--- src/design/krdq_pkg.sv ---
// Shared types, constants and slot arithmetic for the keyed record deque.
// No dependencies; imported by keyed_record_deque.
`default_nettype none

package krdq_pkg;

    localparam int DEPTH  = 16;
    localparam int IDX_W  = $clog2(DEPTH);
    localparam int CNT_W  = $clog2(DEPTH + 1);
    localparam int KEY_W  = 32;
    localparam int NAME_W = 64;
    localparam int REC_W  = KEY_W + NAME_W;
    localparam int CMD_W  = 3;
    localparam int STAT_W = 2;
    localparam int CNT_OUT_W = 5;

    localparam int IN_FIELDS_W  = CMD_W + KEY_W + NAME_W;
    localparam int IN_TDATA_W   = ((IN_FIELDS_W + 7) / 8) * 8;
    localparam int OUT_FIELDS_W = STAT_W + 1 + KEY_W + NAME_W + CNT_OUT_W + 1;
    localparam int OUT_TDATA_W  = ((OUT_FIELDS_W + 7) / 8) * 8;

    typedef enum logic [CMD_W-1:0] {
        CMD_PUSH_FRONT = 3'd0,
        CMD_PUSH_BACK  = 3'd1,
        CMD_POP_FRONT  = 3'd2,
        CMD_POP_BACK   = 3'd3,
        CMD_DELETE     = 3'd4,
        CMD_SEARCH     = 3'd5,
        CMD_CLEAR      = 3'd6
    } t_cmd;

    typedef enum logic [STAT_W-1:0] {
        STAT_OK        = 2'd0,
        STAT_EMPTY     = 2'd1,
        STAT_FULL      = 2'd2,
        STAT_NOT_FOUND = 2'd3
    } t_status;

    typedef enum logic [2:0] {
        S_IDLE,
        S_EXEC,
        S_POP_RD,
        S_SCAN,
        S_SHIFT,
        S_DONE
    } t_state;

    // Physical slot of a logical position: front + pos, wrapped once.
    function automatic logic [IDX_W-1:0] slot_of(input logic [IDX_W-1:0] front,
                                                 input logic [IDX_W-1:0] pos);
        logic [IDX_W:0] sum;
        sum = {1'b0, front} + {1'b0, pos};
        if (sum >= (IDX_W+1)'(DEPTH)) begin
            sum = sum - (IDX_W+1)'(DEPTH);
        end
        return sum[IDX_W-1:0];
    endfunction

endpackage

`default_nettype wire

--- src/design/keyed_record_deque.sv ---
// Keyed record deque: ordered store of up to DEPTH key/name records with
// push/pop at both ends, key search and delete-by-key. Depends on krdq_pkg.
//
// s_axis takes one command item per handshake (command, key, name_tag);
// m_axis returns exactly one result item per command, in order: status,
// found, record involved, record count after the command, empty flag.
// Each command passes through the sequencer. Push, clear, the unused code,
// and pop, search or delete on an empty store finish in the execute state;
// pop adds one registered read of the store; search scans positions up to
// the match or the end; delete on a match then closes the gap behind it.
// The store has one write and one registered read port; the scan and the
// gap close move one entry per cycle.
// s_axis_tready is high only while the sequencer is idle, from the cycle
// after the result loads, so a new command is taken only once the result
// of the last one has loaded. A result
// waiting on a stalled receiver sits in the output register; the next
// command is accepted and holds at its end until that register frees up.
// Reset empties the store (count and front slot to zero) and drops any
// pending result; the record memory is not cleared, only held entries are read.
`default_nettype none

module keyed_record_deque import krdq_pkg::*; (
    input  wire logic                   i_clk,
    input  wire logic                   i_rst_n,
    // s_axis_tdata, low bit up: command[2:0], key[31:0], name_tag[63:0], pad
    input  wire logic [IN_TDATA_W-1:0]  s_axis_tdata,
    input  wire logic                   s_axis_tvalid,
    output logic                        s_axis_tready,
    // m_axis_tdata, low bit up: status[1:0], found, out_key[31:0],
    // out_name[63:0], record_count[4:0], is_empty, pad
    output logic [OUT_TDATA_W-1:0]      m_axis_tdata,
    output logic                        m_axis_tvalid,
    input  wire logic                   m_axis_tready
);

    // Sequencer and command registers
    t_state              r_state, n_state;
    logic [CMD_W-1:0]    r_cmd;
    logic [KEY_W-1:0]    r_key;
    logic [NAME_W-1:0]   r_tag;

    // Deque bookkeeping
    logic [IDX_W-1:0]    r_front, n_front;
    logic [CNT_W-1:0]    r_count, n_count;
    logic [IDX_W-1:0]    r_pos, n_pos;

    // Result being built
    t_status             r_res_status, n_res_status;
    logic                r_res_found, n_res_found;
    logic [KEY_W-1:0]    r_res_key, n_res_key;
    logic [NAME_W-1:0]   r_res_name, n_res_name;

    // Output register
    logic                   r_out_valid;
    logic [OUT_TDATA_W-1:0] r_out_data;

    // Record store: one write port, one registered read port
    logic [REC_W-1:0]    r_mem [DEPTH];
    logic [REC_W-1:0]    r_rd_data;
    logic                w_we;
    logic [IDX_W-1:0]    w_waddr;
    logic [REC_W-1:0]    w_wdata;
    logic [IDX_W-1:0]    w_raddr;

    // Shared decision signals
    logic                w_accept;
    logic                w_full;
    logic                w_empty;
    logic                w_match;
    logic                w_more1;
    logic                w_more2;
    logic                w_out_free;
    logic [CNT_W:0]      w_pos_p1;
    logic [CNT_W:0]      w_pos_p2;
    logic [31:0]         w_cnt_ext;

    assign s_axis_tready = (r_state == S_IDLE);
    assign w_accept      = s_axis_tvalid && s_axis_tready;
    assign w_full        = (r_count == CNT_W'(DEPTH));
    assign w_empty       = (r_count == '0);
    assign w_match       = (r_rd_data[KEY_W-1:0] == r_key);
    assign w_pos_p1      = (CNT_W+1)'(r_pos) + (CNT_W+1)'(1);
    assign w_pos_p2      = (CNT_W+1)'(r_pos) + (CNT_W+1)'(2);
    // Another record follows the current position / the one after it
    assign w_more1       = (w_pos_p1 < {1'b0, r_count});
    assign w_more2       = (w_pos_p2 < {1'b0, r_count});
    assign w_out_free    = !r_out_valid || m_axis_tready;
    assign w_cnt_ext     = 32'(r_count);

    // Next state
    always_comb begin
        n_state = r_state;
        case (r_state)
            S_IDLE: begin
                if (w_accept) begin
                    n_state = S_EXEC;
                end
            end
            S_EXEC: begin
                case (r_cmd)
                    CMD_POP_FRONT, CMD_POP_BACK: begin
                        n_state = w_empty ? S_DONE : S_POP_RD;
                    end
                    CMD_DELETE, CMD_SEARCH: begin
                        n_state = w_empty ? S_DONE : S_SCAN;
                    end
                    default: begin
                        n_state = S_DONE;
                    end
                endcase
            end
            S_POP_RD: begin
                n_state = S_DONE;
            end
            S_SCAN: begin
                if (w_match) begin
                    n_state = (r_cmd == CMD_DELETE && w_more1) ? S_SHIFT : S_DONE;
                end else if (!w_more1) begin
                    n_state = S_DONE;
                end
            end
            S_SHIFT: begin
                if (!w_more2) begin
                    n_state = S_DONE;
                end
            end
            S_DONE: begin
                if (w_out_free) begin
                    n_state = S_IDLE;
                end
            end
            default: begin
                n_state = S_IDLE;
            end
        endcase
    end

    // Datapath and memory port control
    always_comb begin
        n_front      = r_front;
        n_count      = r_count;
        n_pos        = r_pos;
        n_res_status = r_res_status;
        n_res_found  = r_res_found;
        n_res_key    = r_res_key;
        n_res_name   = r_res_name;
        w_we         = 1'b0;
        w_waddr      = r_front;
        w_wdata      = {r_tag, r_key};
        w_raddr      = r_front;
        case (r_state)
            S_EXEC: begin
                n_res_status = STAT_OK;
                n_res_found  = 1'b0;
                n_res_key    = '0;
                n_res_name   = '0;
                case (r_cmd)
                    CMD_PUSH_FRONT: begin
                        if (w_full) begin
                            n_res_status = STAT_FULL;
                        end else begin
                            n_front = (r_front == '0) ? IDX_W'(DEPTH - 1)
                                                      : r_front - IDX_W'(1);
                            w_we    = 1'b1;
                            w_waddr = n_front;
                            n_count = r_count + CNT_W'(1);
                        end
                    end
                    CMD_PUSH_BACK: begin
                        if (w_full) begin
                            n_res_status = STAT_FULL;
                        end else begin
                            w_we    = 1'b1;
                            w_waddr = slot_of(r_front, r_count[IDX_W-1:0]);
                            n_count = r_count + CNT_W'(1);
                        end
                    end
                    CMD_POP_FRONT: begin
                        if (w_empty) begin
                            n_res_status = STAT_EMPTY;
                        end else begin
                            w_raddr = r_front;
                            n_front = slot_of(r_front, IDX_W'(1));
                            n_count = r_count - CNT_W'(1);
                        end
                    end
                    CMD_POP_BACK: begin
                        if (w_empty) begin
                            n_res_status = STAT_EMPTY;
                        end else begin
                            w_raddr = slot_of(r_front, IDX_W'(r_count - CNT_W'(1)));
                            n_count = r_count - CNT_W'(1);
                        end
                    end
                    CMD_DELETE, CMD_SEARCH: begin
                        if (w_empty) begin
                            n_res_status = STAT_EMPTY;
                        end else begin
                            w_raddr = r_front;
                            n_pos   = '0;
                        end
                    end
                    CMD_CLEAR: begin
                        n_count = '0;
                        n_front = '0;
                    end
                    default: begin
                        // unused code: leave the store alone
                    end
                endcase
            end
            S_POP_RD: begin
                n_res_key  = r_rd_data[KEY_W-1:0];
                n_res_name = r_rd_data[REC_W-1:KEY_W];
            end
            S_SCAN: begin
                if (w_match) begin
                    n_res_found  = 1'b1;
                    n_res_key    = r_rd_data[KEY_W-1:0];
                    n_res_name   = r_rd_data[REC_W-1:KEY_W];
                    if (r_cmd == CMD_DELETE) begin
                        if (w_more1) begin
                            w_raddr = slot_of(r_front, w_pos_p1[IDX_W-1:0]);
                        end else begin
                            n_count = r_count - CNT_W'(1);
                        end
                    end
                end else if (w_more1) begin
                    w_raddr = slot_of(r_front, w_pos_p1[IDX_W-1:0]);
                    n_pos   = w_pos_p1[IDX_W-1:0];
                end else begin
                    n_res_status = STAT_NOT_FOUND;
                end
            end
            S_SHIFT: begin
                // Close the gap: move the record one position toward the front
                w_we    = 1'b1;
                w_waddr = slot_of(r_front, r_pos);
                w_wdata = r_rd_data;
                n_pos   = w_pos_p1[IDX_W-1:0];
                if (w_more2) begin
                    w_raddr = slot_of(r_front, w_pos_p2[IDX_W-1:0]);
                end else begin
                    n_count = r_count - CNT_W'(1);
                end
            end
            default: begin
            end
        endcase
    end

    // Record store
    always_ff @(posedge i_clk) begin
        if (w_we) begin
            r_mem[w_waddr] <= w_wdata;
        end
        r_rd_data <= r_mem[w_raddr];
    end

    // Control registers
    always_ff @(posedge i_clk) begin
        if (!i_rst_n) begin
            r_state     <= S_IDLE;
            r_front     <= '0;
            r_count     <= '0;
            r_out_valid <= 1'b0;
        end else begin
            r_state <= n_state;
            r_front <= n_front;
            r_count <= n_count;
            if (r_state == S_DONE && w_out_free) begin
                r_out_valid <= 1'b1;
            end else if (m_axis_tready) begin
                r_out_valid <= 1'b0;
            end
        end
    end

    // Payload registers
    always_ff @(posedge i_clk) begin
        if (w_accept) begin
            r_cmd <= s_axis_tdata[CMD_W-1:0];
            r_key <= s_axis_tdata[CMD_W +: KEY_W];
            r_tag <= s_axis_tdata[CMD_W+KEY_W +: NAME_W];
        end
        r_pos        <= n_pos;
        r_res_status <= n_res_status;
        r_res_found  <= n_res_found;
        r_res_key    <= n_res_key;
        r_res_name   <= n_res_name;
        if (r_state == S_DONE && w_out_free) begin
            r_out_data <= OUT_TDATA_W'({w_empty, w_cnt_ext[CNT_OUT_W-1:0], r_res_name,
                                        r_res_key, r_res_found, r_res_status});
        end
    end

    assign m_axis_tvalid = r_out_valid;
    assign m_axis_tdata  = r_out_data;

    // Assertions
    a_count_bound: assert property (@(posedge i_clk) disable iff (!i_rst_n)
        r_count <= CNT_W'(DEPTH))
        else $error("record count beyond depth");

    a_front_bound: assert property (@(posedge i_clk) disable iff (!i_rst_n)
        r_front <= IDX_W'(DEPTH - 1))
        else $error("front slot out of range");

    a_accept_exec: assert property (@(posedge i_clk) disable iff (!i_rst_n)
        w_accept |=> (r_state == S_EXEC))
        else $error("accepted item did not start execution");

    a_write_state: assert property (@(posedge i_clk) disable iff (!i_rst_n)
        w_we |-> (r_state == S_EXEC || r_state == S_SHIFT))
        else $error("store written outside push or gap close");

    a_shift_ports: assert property (@(posedge i_clk) disable iff (!i_rst_n)
        (r_state == S_SHIFT && w_more2) |-> (w_raddr != w_waddr))
        else $error("gap close reads the slot it writes");

endmodule

`default_nettype wire

--- config.mk ---
export PLATFORM = sky130hd
export DESIGN_NAME = keyed_record_deque
export DESIGN_NICKNAME = d
export VERILOG_FILES = /design/src/design/krdq_pkg.sv /design/src/design/keyed_record_deque.sv
export SDC_FILE = /design/constraint.sdc
export NUM_CORES = 2
export LEC_CHECK = 0
export ABC_AREA = 1
export BUFFER_PORTS_ARGS = -buffer_cell sky130_fd_sc_hd__buf_2
export CORE_MARGIN = 4
export CORE_UTILIZATION = 50
export CTS_BUF_LIST = sky130_fd_sc_hd__clkbuf_4
export DETAILED_ROUTE_END_ITERATION = 12
export PLACE_DENSITY = 0.71
export SLEW_MARGIN = 15
export SYNTH_ARGS = -nofsm -noshare
export SYNTH_HDL_FRONTEND = slang
export SYNTH_SLANG_ARGS = --single-unit
--- constraint.sdc ---
create_clock -name i_clk -period 13.6 [get_ports i_clk]
set_input_delay 0.68 -clock i_clk [delete_from_list [all_inputs] [get_ports i_clk]]
set_output_delay 0.68 -clock i_clk [all_outputs]
set_load 0.02 [all_outputs]
==> qor.yml <==
status:
  status: "completed"
synthesis:
  yosysTopAreaCellShare_pct: 70.4
  synth_area_mm2: 0.0787
  ys_seq_area_share_pct: 73.1
  synthCells: 6564
  synth-edff-count: 1843
  netlist.top_cell.by_area: "edfxtp_1"
  synth_seq_cells: 1952
  async_flop_share_pct: 0
  synth_ff_type: "edfxtp_1"
  yosys_warnings: 0
  netlist-cell-type-count: 45
  yosys-top-cells-area: "edfxtp_1, nand3_1, nand2_1"
  synth_area_per_cell_um2: 12.0
worst_setup_path:
  startpoint: "r_pos[1]$_SDFFCE_PN0P_"
  crit_path_max_incr_delay_ns: 0.94
  arrival_ns: 7.87
  worstSetupStartpointType: "flop"
  crit_chain: "ha_1, nand2_1, inv_1, nor2_1, ha_1, nand2_1, o21bai_1, nand3_1, o21ai_0, o21ai_1, nor2_1, nand2_8, nand2_8, buf_4, buf_4, nand2_1, nand3_1, nand3_1, nand2_1, nand2_1, nand2_1"
  ff2ff_setup_slack_ns: 6.97
  worstReg2RegStart: "r_pos[1]$_SDFFCE_PN0P_"
  end_kind: "flop"
  worstPathRequired_ns: 14.84
  crit_slowest_cell: "buf_4"
  critPathKind: "flop to flop"
  reg2reg_depth: 21
  crit_top_cell: "nand2_1"
  worstPathMaxFanout: 136
cells_and_area:
  multi_input_comb_area_mm2: 0.0185
  layout.nets: 7315
  fill_cells: 12415
  final_common_cell: "nand3_1"
  stdcell_count: 9635
  final_cell_mix: "nand3_1, edfxtp_1, nand2_1, clkbuf_4, buf_2"
  area_growth_syn_to_layout_pct: 14.5
  layout-drive-gt1-share_pct: 16.0
  seqCellArea_mm2: 0.0575
timing:
  period_minus_slack_ns: 6.63
  maxSlewViolCount: 0
  rsz0062_at_grt: "no"
  setup_tns_ns: 0
  relSlewSlack_pct: 18.5
  setup_viol_count_final: 0
  holdWs_ns: 0.152
  fmax_mhz: 151
  finalCritPeriodShare_pct: 48.7
  fin_skew_ns: 0.125
  hold_viol_final: 0
  tightest_slew_ns: 1.22
clock_tree:
  cts_hold_buf: 194
  postCtsResizedCells: 0
  cts_setup_buffers: 0
  h-tree-depth: 5
  clock_path_buffers: 4
  clk_pin_slew_ns: 0.06
  numClockSinks: 1952
  root_buffer: "clkbuf_4"
  clk_latency_ns: 1.40
  cts_tree: "done"
  numCtsBuffers: 489
global_routing:
  grt_start_max_net_pins: 239
  overflow: 0
  met3_usage_pct: 4.57
  grt_pass1_vias: 52847
  antenna_found_initial: 5
  top_usage_layer: "met2"
  grt_pass1_wl_um: 305000
  use_met1_pct: 32.5
  track_usage_pct: 24.2
  use_met2_pct: 39.4
floorplanning:
  num_rows: 145
  ioPinCount: 222
  dieArea_mm2: 0.164
  initial_core_util_pct: 50.4
  coreArea_mm2: 0.156
  die_h_um: 405
  dieWidth_um: 405
route:
  wl_per_cell_um: 21.0
  viasPerCell: 5.66
  wirelength_um: 202000
  ant_nets: 0
  initialDrtViolationCount: 6684
  drc_errors: 0
  first_pass_iters: 6
  vias: 54512
min_path:
  hp-start: "s_axis_tdata[56]"
  hold_path_class: "primary input to flop"
  hold_depth: 2
place:
  dpl.hpwl_um: 90900
  gp_congestion: 0.831
  place_inst: 8546
  io_buffers: 209
job:
  maxCapViolations: 0
power_and_ir_drop:
  cellLeakagePower_nw: 34.1
  ir_drop_mv: 0.378
  powerDensity_mw_per_mm2: 269
## per-stage QoR
stage	area [um^2]	power (mW)	util, %	setup slack (ns)
floorplan	78700	16.4	-	2.16
global placement	81700	19.1	52.3	7.21
detailed placement	81700	19.3	52.3	7.08
CTS	90000	24.3	57.6	7.03
global route	90100	25.9	57.7	6.41
finish	90100	24.3	57.7	6.97
## power by group
group | total (mW) | internal (mW) | switching, mW
clock network | 4.93 | 2.63 | 2.30
logic | 10.8 | 2.90 | 7.90
registers | 8.53 | 8.23 | 0.299
total | 24.3 | 13.8 | 10.5
## flip-flops by register name (all words and copies together), names as in the netlist, 3 cells and up
register      cells
m_axis_tdata    105
r_cmd             3
r_count           5
r_front           4
r_key            32
r_mem          1536
r_pos             4
r_rd_data        96
r_res_key        32
r_res_name       64
r_state           3
r_tag            64
## area by class of cell
type	instances	area share, %
diodes	8	0.0222
clock buffers	770	6.42
clock inverters	117	0.643
inverters	201	0.846
multi-input cells	3969	20.5
flip-flops and latches	1952	63.9
well taps	2058	2.86
repair buffers	560	4.86
## routing by layer
| layer | wire, um | vias up | share of wire (%) |
|---|---|---|---|
| met2 | 97000 | 2818 | 48 |
| met4 | 5710 | 4 | 2.8 |
| li1 | - | 24927 | - |
| met3 | 18500 | 409 | 9.1 |
| met5 | 31 | - | 0.015 |
| met1 | 80900 | 26354 | 40 |
## cells in the mapped netlist (2+ instances only)
cell       instances
o211ai_1           6
nor3_1             8
a221oi_1           2
o21ai_0          123
nor2_1           189
xor2_1            16
nand2_2            4
nand4_1            4
edfxtp_1        1843
clkbuf_1         110
inv_1            192
or2_2              2
nand3_1         1941
a21o_1             2
nor2_2             3
o2111ai_1          3
dfxtp_1          109
buf_6              5
nand2_1         1551
xnor2_1           12
a211oi_1           5
fa_1               5
buf_1             29
buf_2            265
o22ai_1            3
a21oi_1           34
inv_2              7
o21ai_1            5
a31oi_1            3
ha_1              29
buf_4             39
a22oi_1            2
## path summary, 6_finish.rpt
kind | to
worst max register to register | r_rd_data[57]$_DFF_P_
worst min-delay path | r_tag[21]$_DFFE_PP_
worst min register to register | m_axis_tdata[51]$_DFFE_PP_
worst max-delay path | r_rd_data[57]$_DFF_P_
## cell families after synthesis
logic type      share of synthesized area [%]
simple gates                             20.9
flops                                    73.1
buf+inv                                  3.76
compound gates                           1.34
fa+ha+maj                               0.588
xor+xnor                                0.312
other cells                           0.00477
## critical path, delay by kind of cell (launching register included)
family                   cells  cell delay [ns]
AO/OA/AOI/OAI                3             0.49
adder cells (fa/ha/maj)      2             0.54
buffers and inverters        3             1.89
flip-flops                   1             0.49
AND/OR/NAND/NOR             13             2.96
Power figures use the tool's default switching activity.
